[src/design/cla_pkg.sv]
`default_nettype none

package cla_pkg;

    localparam int MAX_BACKSLASH_RUN_DEF = 4095;
    localparam int MAX_ARGS_DEF          = 255;

    // bundles held between parser and output serialiser
    localparam int QUEUE_DEPTH = 4;
    localparam int MAX_RES     = 3;

    localparam logic [15:0] CH_SPACE  = 16'h0020;
    localparam logic [15:0] CH_TAB    = 16'h0009;
    localparam logic [15:0] CH_QUOTE  = 16'h0022;
    localparam logic [15:0] CH_BSLASH = 16'h005C;

    localparam logic [1:0] RK_TEXT     = 2'd0;
    localparam logic [1:0] RK_END_ARG  = 2'd1;
    localparam logic [1:0] RK_END_LINE = 2'd2;

    typedef struct packed {
        logic [1:0]  kind;
        logic [15:0] unit;
        logic [11:0] rep;
        logic [7:0]  idx;
    } t_res;

    // results caused by one input item, n of them valid
    typedef struct packed {
        t_res [MAX_RES-1:0] res;
        logic [1:0]         n;
    } t_bundle;

    function automatic t_res mk_res(input logic [1:0] kind, input logic [15:0] unit,
                                    input logic [11:0] rep, input logic [7:0] idx);
        t_res r;
        r.kind = kind;
        r.unit = unit;
        r.rep  = rep;
        r.idx  = idx;
        return r;
    endfunction

endpackage

`default_nettype wire

[src/design/cla_if.sv]
`default_nettype none

interface cla_in_if;
    logic        valid;
    logic        ready;
    logic        kind;
    logic [15:0] code_unit;

    modport source (output valid, output kind, output code_unit, input ready);
    modport sink   (input valid, input kind, input code_unit, output ready);
endinterface

interface cla_out_if;
    logic        valid;
    logic        ready;
    logic [1:0]  result_kind;
    logic [15:0] out_unit;
    logic [11:0] repeat_res;
    logic [7:0]  arg_index;
    logic        last;

    modport source (output valid, output result_kind, output out_unit,
                    output repeat_res, output arg_index, output last, input ready);
    modport sink   (input valid, input result_kind, input out_unit,
                    input repeat_res, input arg_index, input last, output ready);
endinterface

`default_nettype wire

[src/design/cla_front.sv]
`default_nettype none

module cla_front
    import cla_pkg::*;
#(
    parameter int MAX_BACKSLASH_RUN = MAX_BACKSLASH_RUN_DEF,
    parameter int MAX_ARGS          = MAX_ARGS_DEF
) (
    input  wire logic i_clk,
    input  wire logic i_rst_n,
    cla_in_if.sink    i_in,
    input  wire logic i_q_ready,
    output logic      o_push,
    output t_bundle   o_bundle
);

    localparam int BW = $clog2(MAX_BACKSLASH_RUN + 1);
    localparam int CW = $clog2(MAX_ARGS + 1);

    typedef enum logic [3:0] {
        M_LEAD = 4'b0001,
        M_PROG = 4'b0010,
        M_GAP  = 4'b0100,
        M_ARG  = 4'b1000
    } t_mode;

    t_mode         r_mode, n_mode;
    logic          r_inq, n_inq;
    logic          r_qp, n_qp;
    logic [BW-1:0] r_run, n_run;
    logic [CW-1:0] r_cnt, n_cnt;

    logic [BW-1:0] run_tmp;
    logic          stop, do_later, blank, acc;
    logic [15:0]   c;
    t_bundle       b;

    assign c     = i_in.code_unit;
    assign blank = (c == CH_SPACE) || (c == CH_TAB);
    assign acc   = i_in.valid && i_q_ready;

    always_comb begin
        n_mode   = r_mode;
        n_inq    = r_inq;
        n_qp     = r_qp;
        n_run    = r_run;
        n_cnt    = r_cnt;
        run_tmp  = '0;
        stop     = 1'b0;
        do_later = 1'b0;
        b        = '0;

        if (i_in.kind) begin
            if (r_mode == M_ARG && r_run != '0) begin
                b.res[b.n] = mk_res(RK_TEXT, CH_BSLASH, 12'(r_run), 8'(n_cnt));
                b.n = b.n + 2'd1;
            end
            // program name always exists, even on an empty line
            if (r_mode != M_GAP) begin
                b.res[b.n] = mk_res(RK_END_ARG, '0, '0, 8'(n_cnt));
                b.n = b.n + 2'd1;
                if (n_cnt < CW'(MAX_ARGS)) n_cnt = n_cnt + CW'(1);
            end
            b.res[b.n] = mk_res(RK_END_LINE, '0, '0, 8'(n_cnt));
            b.n    = b.n + 2'd1;
            n_mode = M_LEAD;
            n_inq  = 1'b0;
            n_qp   = 1'b0;
            n_run  = '0;
            n_cnt  = '0;
        end else begin
            unique case (r_mode)
                M_LEAD, M_PROG: begin
                    if (!(r_mode == M_LEAD && blank)) begin
                        n_mode = M_PROG;
                        if (c == CH_QUOTE) begin
                            n_inq = !n_inq;
                        end else if (!n_inq && blank) begin
                            b.res[b.n] = mk_res(RK_END_ARG, '0, '0, 8'(n_cnt));
                            b.n = b.n + 2'd1;
                            if (n_cnt < CW'(MAX_ARGS)) n_cnt = n_cnt + CW'(1);
                            n_inq  = 1'b0;
                            n_qp   = 1'b0;
                            n_run  = '0;
                            n_mode = M_GAP;
                        end else begin
                            b.res[b.n] = mk_res(RK_TEXT, c, 12'd1, 8'(n_cnt));
                            b.n = b.n + 2'd1;
                        end
                    end
                end
                M_GAP: begin
                    if (!blank) begin
                        n_mode   = M_ARG;
                        n_inq    = 1'b0;
                        n_qp     = 1'b0;
                        n_run    = '0;
                        do_later = 1'b1;
                    end
                end
                M_ARG: begin
                    if (r_qp) begin
                        n_qp = 1'b0;
                        if (c == CH_QUOTE) begin
                            // doubled quote inside quotes
                            b.res[b.n] = mk_res(RK_TEXT, CH_QUOTE, 12'd1, 8'(n_cnt));
                            b.n = b.n + 2'd1;
                        end else begin
                            n_inq    = 1'b0;
                            do_later = 1'b1;
                        end
                    end else begin
                        do_later = 1'b1;
                    end
                end
                default: begin
                    n_mode = M_LEAD;
                end
            endcase

            if (do_later) begin
                if (c == CH_BSLASH) begin
                    if (n_run < BW'(MAX_BACKSLASH_RUN)) n_run = n_run + BW'(1);
                end else begin
                    if (n_run != '0) begin
                        run_tmp = n_run;
                        n_run   = '0;
                        if (c == CH_QUOTE) begin
                            if ((run_tmp >> 1) != '0) begin
                                b.res[b.n] = mk_res(RK_TEXT, CH_BSLASH,
                                                    12'(run_tmp >> 1), 8'(n_cnt));
                                b.n = b.n + 2'd1;
                            end
                            // odd run escapes the quote
                            if (run_tmp[0]) begin
                                b.res[b.n] = mk_res(RK_TEXT, CH_QUOTE, 12'd1, 8'(n_cnt));
                                b.n  = b.n + 2'd1;
                                stop = 1'b1;
                            end
                        end else begin
                            b.res[b.n] = mk_res(RK_TEXT, CH_BSLASH, 12'(run_tmp), 8'(n_cnt));
                            b.n = b.n + 2'd1;
                        end
                    end
                    if (!stop) begin
                        if (c == CH_QUOTE) begin
                            if (n_inq) n_qp = 1'b1;
                            else       n_inq = 1'b1;
                        end else if (!n_inq && blank) begin
                            b.res[b.n] = mk_res(RK_END_ARG, '0, '0, 8'(n_cnt));
                            b.n = b.n + 2'd1;
                            if (n_cnt < CW'(MAX_ARGS)) n_cnt = n_cnt + CW'(1);
                            n_inq  = 1'b0;
                            n_qp   = 1'b0;
                            n_run  = '0;
                            n_mode = M_GAP;
                        end else begin
                            b.res[b.n] = mk_res(RK_TEXT, c, 12'd1, 8'(n_cnt));
                            b.n = b.n + 2'd1;
                        end
                    end
                end
            end
        end
    end

    always_ff @(posedge i_clk) begin
        if (!i_rst_n) begin
            r_mode <= M_LEAD;
            r_inq  <= 1'b0;
            r_qp   <= 1'b0;
            r_run  <= '0;
            r_cnt  <= '0;
        end else if (acc) begin
            r_mode <= n_mode;
            r_inq  <= n_inq;
            r_qp   <= n_qp;
            r_run  <= n_run;
            r_cnt  <= n_cnt;
        end
    end

    assign i_in.ready = i_q_ready;
    assign o_push     = acc && (b.n != 2'd0);
    assign o_bundle   = b;

endmodule

`default_nettype wire

[src/design/cla_queue.sv]
`default_nettype none

module cla_queue
    import cla_pkg::*;
(
    input  wire logic     i_clk,
    input  wire logic     i_rst_n,
    input  wire logic     i_push,
    input  wire t_bundle  i_bundle,
    output logic          o_ready,
    input  wire logic     i_pop,
    output logic          o_valid,
    output t_bundle       o_bundle
);

    localparam int QAW = $clog2(QUEUE_DEPTH);

    t_bundle        r_mem [QUEUE_DEPTH];
    logic [QAW-1:0] r_wp, r_rp;
    logic [QAW:0]   r_count;

    always_ff @(posedge i_clk) begin
        if (i_push) r_mem[r_wp] <= i_bundle;
    end

    always_ff @(posedge i_clk) begin
        if (!i_rst_n) begin
            r_wp    <= '0;
            r_rp    <= '0;
            r_count <= '0;
        end else begin
            if (i_push) r_wp <= r_wp + QAW'(1);
            if (i_pop)  r_rp <= r_rp + QAW'(1);
            unique case ({i_push, i_pop})
                2'b10:   r_count <= r_count + (QAW+1)'(1);
                2'b01:   r_count <= r_count - (QAW+1)'(1);
                default: r_count <= r_count;
            endcase
        end
    end

    assign o_ready  = (r_count != (QAW+1)'(QUEUE_DEPTH));
    assign o_valid  = (r_count != '0);
    assign o_bundle = r_mem[r_rp];

endmodule

`default_nettype wire

[src/design/cla_back.sv]
`default_nettype none

module cla_back
    import cla_pkg::*;
(
    input  wire logic    i_clk,
    input  wire logic    i_rst_n,
    input  wire logic    i_q_valid,
    input  wire t_bundle i_bundle,
    output logic         o_pop,
    cla_out_if.source    o_out
);

    t_bundle    r_cur;
    logic       r_valid;
    logic [1:0] r_idx;
    logic       is_last, fin;
    t_res       cur;

    assign cur     = r_cur.res[r_idx];
    assign is_last = (r_idx == 2'(r_cur.n - 2'd1));
    assign fin     = r_valid && o_out.ready && is_last;
    assign o_pop   = i_q_valid && (!r_valid || fin);

    always_ff @(posedge i_clk) begin
        if (o_pop) r_cur <= i_bundle;
    end

    always_ff @(posedge i_clk) begin
        if (!i_rst_n) begin
            r_valid <= 1'b0;
            r_idx   <= '0;
        end else if (o_pop) begin
            r_valid <= 1'b1;
            r_idx   <= '0;
        end else if (fin) begin
            r_valid <= 1'b0;
            r_idx   <= '0;
        end else if (r_valid && o_out.ready) begin
            r_idx <= r_idx + 2'd1;
        end
    end

    assign o_out.valid       = r_valid;
    assign o_out.result_kind = cur.kind;
    assign o_out.out_unit    = cur.unit;
    assign o_out.repeat_res  = cur.rep;
    assign o_out.arg_index   = cur.idx;
    assign o_out.last        = is_last;

endmodule

`default_nettype wire

[src/design/command_line_argument_splitter_top.sv]
// Command-line argument splitter.
// Input channel i_in: one item per code unit (kind 0) or an end of line
// (kind 1). Output channel o_out: text runs, ends of argument and an end of
// line carrying the argument count; last marks the final result of an item.
// The parser classifies an item in the cycle it is accepted and posts its
// results (none to three) as one bundle into a four-entry queue; the output
// stage drains a bundle one result per cycle while the receiver is ready.
// With the queue and output stage empty, the first result of an item is
// written to the queue, then loaded into the output stage, and then offered.
// Throughput: one item per cycle while the receiver is ready and each item
// gives at most one result; an item with k results holds the output until
// all k are taken, which sets the sustained rate. Items giving no result
// (skipped blanks, backslashes held back, quotes) use no queue slot.
// Reset returns the parser to the start of a line and empties the queue.
// When the receiver stalls, results hold on o_out, the queue fills and
// i_in.ready drops once all four entries are taken.
`default_nettype none

module command_line_argument_splitter_top
    import cla_pkg::*;
#(
    parameter int MAX_BACKSLASH_RUN = MAX_BACKSLASH_RUN_DEF,
    parameter int MAX_ARGS          = MAX_ARGS_DEF
) (
    input  wire logic i_clk,
    input  wire logic i_rst_n,
    cla_in_if.sink    i_in,
    cla_out_if.source o_out
);

    logic    push, q_ready, q_valid, pop;
    t_bundle push_b, head_b;

    cla_front #(
        .MAX_BACKSLASH_RUN (MAX_BACKSLASH_RUN),
        .MAX_ARGS          (MAX_ARGS)
    ) u_front (
        .i_clk     (i_clk),
        .i_rst_n   (i_rst_n),
        .i_in      (i_in),
        .i_q_ready (q_ready),
        .o_push    (push),
        .o_bundle  (push_b)
    );

    cla_queue u_queue (
        .i_clk    (i_clk),
        .i_rst_n  (i_rst_n),
        .i_push   (push),
        .i_bundle (push_b),
        .o_ready  (q_ready),
        .i_pop    (pop),
        .o_valid  (q_valid),
        .o_bundle (head_b)
    );

    cla_back u_back (
        .i_clk     (i_clk),
        .i_rst_n   (i_rst_n),
        .i_q_valid (q_valid),
        .i_bundle  (head_b),
        .o_pop     (pop),
        .o_out     (o_out)
    );

`ifndef ASSERT_OFF
    a_eol_last: assert property (@(posedge i_clk) disable iff (!i_rst_n)
        o_out.valid && o_out.result_kind == RK_END_LINE |-> o_out.last)
        else $error("end of line not last result of its item");

    a_bundle_cont: assert property (@(posedge i_clk) disable iff (!i_rst_n)
        o_out.valid && !o_out.last |=> o_out.valid)
        else $error("gap inside a result bundle");

    a_pop_valid: assert property (@(posedge i_clk) disable iff (!i_rst_n)
        pop |-> q_valid)
        else $error("pop from empty queue");

    a_push_room: assert property (@(posedge i_clk) disable iff (!i_rst_n)
        push |-> q_ready && push_b.n != 2'd0)
        else $error("push without room or with empty bundle");
`endif

endmodule

`default_nettype wire

[src/flat_wrapper.sv]
// flat-port wrapper written by rule: the top's interface ports become plain ports
module command_line_argument_splitter_top_flat import cla_pkg::*;
#(
    parameter int MAX_BACKSLASH_RUN = MAX_BACKSLASH_RUN_DEF,
    parameter int MAX_ARGS          = MAX_ARGS_DEF
)
  (i_clk, i_rst_n, i_in_valid, i_in_kind, i_in_code_unit, i_in_ready, o_out_valid, o_out_result_kind, o_out_out_unit, o_out_repeat_res, o_out_arg_index, o_out_last, o_out_ready);
  cla_in_if i_in_i ();
  cla_out_if o_out_i ();
  input  wire logic i_clk;
  input  wire logic i_rst_n;
  input wire logic [$bits(i_in_i.valid)-1:0] i_in_valid;
  input wire logic [$bits(i_in_i.kind)-1:0] i_in_kind;
  input wire logic [$bits(i_in_i.code_unit)-1:0] i_in_code_unit;
  output wire logic [$bits(i_in_i.ready)-1:0] i_in_ready;
  output wire logic [$bits(o_out_i.valid)-1:0] o_out_valid;
  output wire logic [$bits(o_out_i.result_kind)-1:0] o_out_result_kind;
  output wire logic [$bits(o_out_i.out_unit)-1:0] o_out_out_unit;
  output wire logic [$bits(o_out_i.repeat_res)-1:0] o_out_repeat_res;
  output wire logic [$bits(o_out_i.arg_index)-1:0] o_out_arg_index;
  output wire logic [$bits(o_out_i.last)-1:0] o_out_last;
  input wire logic [$bits(o_out_i.ready)-1:0] o_out_ready;
  assign i_in_i.valid = i_in_valid;
  assign i_in_i.kind = i_in_kind;
  assign i_in_i.code_unit = i_in_code_unit;
  assign i_in_ready = i_in_i.ready;
  assign o_out_valid = o_out_i.valid;
  assign o_out_result_kind = o_out_i.result_kind;
  assign o_out_out_unit = o_out_i.out_unit;
  assign o_out_repeat_res = o_out_i.repeat_res;
  assign o_out_arg_index = o_out_i.arg_index;
  assign o_out_last = o_out_i.last;
  assign o_out_i.ready = o_out_ready;
  command_line_argument_splitter_top #(.MAX_BACKSLASH_RUN(MAX_BACKSLASH_RUN), .MAX_ARGS(MAX_ARGS)) u_core (.i_clk(i_clk), .i_rst_n(i_rst_n), .i_in(i_in_i), .o_out(o_out_i));
endmodule
[config.mk]
export PLATFORM = sky130hd
export DESIGN_NAME = command_line_argument_splitter_top_flat
export DESIGN_NICKNAME = d
export VERILOG_FILES = /design/src/design/cla_pkg.sv /design/src/design/cla_if.sv /design/src/design/cla_front.sv /design/src/design/cla_queue.sv /design/src/design/cla_back.sv /design/src/design/command_line_argument_splitter_top.sv /design/src/flat_wrapper.sv
export SDC_FILE = /design/constraint.sdc
export NUM_CORES = 1
export LEC_CHECK = 0
export BUFFER_PORTS_ARGS = -buffer_cell sky130_fd_sc_hd__buf_4
export CAP_MARGIN = 20
export CELL_PAD_IN_SITES_DETAIL_PLACEMENT = 1
export CELL_PAD_IN_SITES_GLOBAL_PLACEMENT = 2
export CORE_MARGIN = 3
export CORE_UTILIZATION = 32
export CTS_CLUSTER_DIAMETER = 50
export DETAILED_ROUTE_END_ITERATION = 12
export HOLD_SLACK_MARGIN = 0.03
export PLACE_DENSITY = 0.67
export SYNTH_ARGS = -nofsm -noshare
export SYNTH_HDL_FRONTEND = slang
export SYNTH_HIERARCHICAL = 1
export SYNTH_SLANG_ARGS = --single-unit
[constraint.sdc]
create_clock -name i_clk -period 20.8 [get_ports i_clk]
set_clock_uncertainty 0.2 [all_clocks]
set_input_delay 4.16 -clock i_clk [delete_from_list [all_inputs] [get_ports i_clk]]
set_output_delay 4.16 -clock i_clk [all_outputs]
set_load 0.01 [all_outputs]
==> results.sh <==
export IMPL_first_pass_iters=5
export IMPL_worst_path_stages=18
export IMPL_synth_cell_types=100
export IMPL_cts_root_buffer="clkbuf_16"
export IMPL_crit_top_cell="buf_4"
export IMPL_crit_required_ps=20820
export IMPL_setup_viol=0
export IMPL_drv_cap=0
export IMPL_r2r_cells=19
export IMPL_cts_buffer_depth=3
export IMPL_nNetsFinal=1702
export IMPL_worstSetupStartpointType="input pin"
export IMPL_ys_seq_elements=618
export IMPL_yosysTopAreaCell="edfxtp_1"
export IMPL_grt_usage_pct=15.1
export IMPL_ff_latch_area_sq_mm=0.0182
export IMPL_core_area_sq_mm=0.0809
export IMPL_synth_async_reset_ratio_pct=0
export IMPL_hold_end="u_core/u_queue/r_count[2]$_SDFFE_PN0P_"
export IMPL_ioPinCount=62
export IMPL_worstSkewPairLatency_ps=590
export IMPL_fp_dieH_um=292
export IMPL_min_from="u_core/u_queue/r_count[2]$_SDFFE_PN0P_"
export IMPL_cts_buffers=69
export IMPL_rsz0062_at_grt="no"
export IMPL_gp_congestion=0.822
export IMPL_cp_end_kind="flip-flop"
export IMPL_drive_gt1_share_pct=20.6
export IMPL_max_freq_mhz=91.3
export IMPL_synth_cells=1598
export IMPL_yosysWarnings=6
export IMPL_cp_slowest_cell="buf_4"
export IMPL_via_per_inst=5.17
export IMPL_cp_cell_sequence="buf_4 -> nor4_2 -> and3_1 -> nand2_1 -> inv_1 -> nor2_1 -> nor2_2 -> inv_2 -> ha_1 -> xnor2_1 -> a21oi_1 -> a21o_1 -> ha_1 -> o31ai_1 -> o31a_1 -> and2_4 -> buf_4 -> buf_4"
export IMPL_area_growth_pct=13.5
export IMPL_worstPathArrival_ps=10970
export IMPL_hold_class="flip-flop to flip-flop"
export IMPL_synth_top_area_share_pct=66.3
export IMPL_drt_wl_total_mm=64.7
export IMPL_r2r_end="u_core/u_queue/r_mem[2][9]$_DFFE_PP_"
export IMPL_cts_sinks=618
export IMPL_drc=0
export IMPL_synth_seq_area_share_pct=69.2
export IMPL_powerDensity_mw_per_mm2=119
export IMPL_multi_input_area_sq_mm=0.00742
export IMPL_grt_pass1_wl_mm=99.0
export IMPL_power_mw=3.53
export IMPL_cts_tree="built"
export IMPL_r2r_start="u_core/u_front/r_mode[1]$_SDFFE_PN0P_"
export IMPL_status="complete, no violations"
export IMPL_tightest_slew_ps=1050
export IMPL_htreeDepth=3
export IMPL_die_area_sq_mm=0.0855
export IMPL_vias=14316
export IMPL_min_path_cells=2
export IMPL_max_stage_delay_ps=670
export IMPL_avgSynthCellArea_sq_um=16.4
export IMPL_fp_dieW_um=292
export IMPL_peakVddDrop_mv=0.123
export IMPL_hold_viol=0
export IMPL_critical_path_max_fanout=47
export IMPL_regToRegSetupSlack_ps=14090
export IMPL_grt_pass1_vias=15441
export IMPL_post_drt_wl_per_cell_um=23.4
export IMPL_synth_edf_count=580
export IMPL_relSlewSlack_pct=29.9
export IMPL_worstSetupPathType="input pin to flip-flop"
export IMPL_antenna_found_initial=1
export IMPL_clkTransAtPathRegs_ps=60
export IMPL_place_hpwl_mm=41.2
export IMPL_syn_cell_area_sq_mm=0.0263
export IMPL_slew_viol_final=0
export IMPL_p_leak_nw=9.62
export IMPL_grt_max_degree=101
export IMPL_row_count=104
export IMPL_postCtsHoldBufs=0
export IMPL_ant_nets=0
export IMPL_fin_tns_setup_ps=0
export IMPL_post_cts_buffers=0
export IMPL_synth_area_leaders="edfxtp_1, mux4_2, dfxtp_1, mux2i_1, nand2_1"
export IMPL_crit_buf_inv=5
export IMPL_crit_family="simple AND/OR/NAND/NOR gates"
export IMPL_fin_crit_ps=10960
export IMPL_start_util_pct=32.4
export IMPL_num_antenna_cells=0
export IMPL_fin_crit_sh_pct=52.7
export IMPL_io_buffers=61
export IMPL_drt_iter0_markers=987
export IMPL_synthFlopType="edfxtp_1"
export IMPL_fill_cells=8174
export IMPL_cts_resized=0
export IMPL_grt_remaining_overflow=0
synthesized netlist by cell type (6+ instances only):
library cell  instances
inv_1                26
a21oi_1              45
nand3_1              31
nor2b_1              10
dfxtp_1              38
mux4_2              116
xnor2_1              11
nand2b_1             14
mux2i_1              51
o22ai_1              10
edfxtp_1            580
a22o_1               13
nor2_1               51
buf_4                24
and3_1               25
o221ai_1              7
a22oi_1               7
nand4_1              12
o21ai_0              35
ha_1                 21
o21a_1                7
clkbuf_1             41
o31ai_1              10
nand2_1             117
o21ai_1              44
or3_1                 7
a21o_1               11
and2_1               38
buf_6                 8
or2_2                 6
buf_2                32
nor3_1               15
a31oi_1              16
nor4_1                7
worst register-to-register path, delay by kind of cell (launching register included):
family / cells / cell delay (ps)
AOI/OAI and AO/OA: 5 / 1500
adders and majority gates: 2 / 500
buffers and inverters: 6 / 2200
DFF: 1 / 540
and+or+nand+nor: 6 / 1370
worst max path at each step:
stage | slack, ps | end | startpoint
4_1_cts | 9800 | u_core/u_queue/r_mem[2][40]$_DFFE_PP_ | i_in_code_unit[14]
2_1_floorplan | 9210 | u_core/u_queue/r_count[2]$_SDFFE_PN0P_ | o_out_ready
5_1_grt | 9360 | u_core/u_queue/r_mem[2][44]$_DFFE_PP_ | i_in_code_unit[14]
6_report | 9840 | u_core/u_queue/r_mem[2][9]$_DFFE_PP_ | i_in_code_unit[14]
3_3_place_gp | 9370 | u_core/u_queue/r_mem[2][44]$_DFFE_PP_ | i_in_code_unit[9]
3_5_place_dp | 9210 | u_core/u_queue/r_mem[2][45]$_DFFE_PP_ | i_in_code_unit[14]
cells in the final DEF, fill, tap and decap left out, types with 8 or more instances in the layout:
cell type,Yosys,routed
edfxtp_1,580,580
nand2_1,117,117
mux4_2,116,116
buf_4,24,79
clkbuf_16,0,72
mux2i_1,51,51
nor2_1,51,51
a21oi_1,45,45
o21ai_1,44,44
o21ai_0,35,35
dfxtp_1,38,34
and2_1,38,34
nand3_1,31,31
inv_1,26,26
and3_1,25,25
conb_1,1,22
ha_1,21,21
clkbuf_1,41,17
a31oi_1,16,16
nor3_1,15,15
nand2b_1,14,14
a22o_1,13,13
nand4_1,12,12
clkinv_1,1,11
xnor2_1,11,11
a21o_1,11,11
o31ai_1,10,10
o22ai_1,10,10
nor2b_1,10,8
flip-flops by register name, summed over array words and instances (netlist names), 2 cells and up, named ones only:
register / cells
u_core/u_queue/r_mem: 464
u_core/u_back/r_cur: 116
u_core/u_front/r_run: 12
u_core/u_front/r_cnt: 8
u_core/u_front/r_mode: 4
u_core/u_queue/r_count: 3
u_core/u_back/r_idx: 2
u_core/u_queue/r_rp: 2
u_core/u_queue/r_wp: 2
layer usage:
metal | track usage, % | share of wire (%)
met1 | 20.7 | 45
met2 | 25.2 | 49
met3 | 2.29 | 3.9
met4 | 4.15 | 2.0
met5 | 0 | 0.020
kinds of logic (layout without fill, tap and decap cells):
group / count (synthesis) / count (layout) / share of synthesized area [%]
flip-flops: 618 / 618 / 69.2
AND/OR/NAND/NOR: 373 / 373 / 7.67
AO/OA/AOI/OAI: 260 / 260 / 6.61
multiplexers: 168 / 168 / 11.9
buffers and inverters: 140 / 231 / 2.91
adder cells (fa/ha/maj): 22 / 22 / 1.08
XOR/XNOR: 16 / 16 / 0.562
other: 1 / 22 / 0.0143
metrics by stage:
stage                     instances  util [%]  setup WS (ps)  cell area [sq um]  hold WS [ps]
final                          2770      36.8           9840              29800           333
after global routing           2770      36.8           9360              29800           385
after CTS                      2769      36.8           9800              29800           334
after detailed placement       2647      34.2           9210              27700           327
after global placement         2647      34.2           9370              27700           299
after floorplan                1619         -           9210              26300           272
final cells by class:
type,count,share of cell area [%]
flip-flops and latches,618,61.0
multi-input cells,861,24.9
clock buffers,89,6.26
well taps,1060,4.45
repair buffers,80,2.06
clock inverters,33,0.982
inverters,29,0.365
power breakdown:
part	internal, mW	switching [mW]
clock network	0.668	0.488
registers	1.61	0.0699
logic	0.306	0.395
No activity file was read; power rests on OpenSTA's default activity.
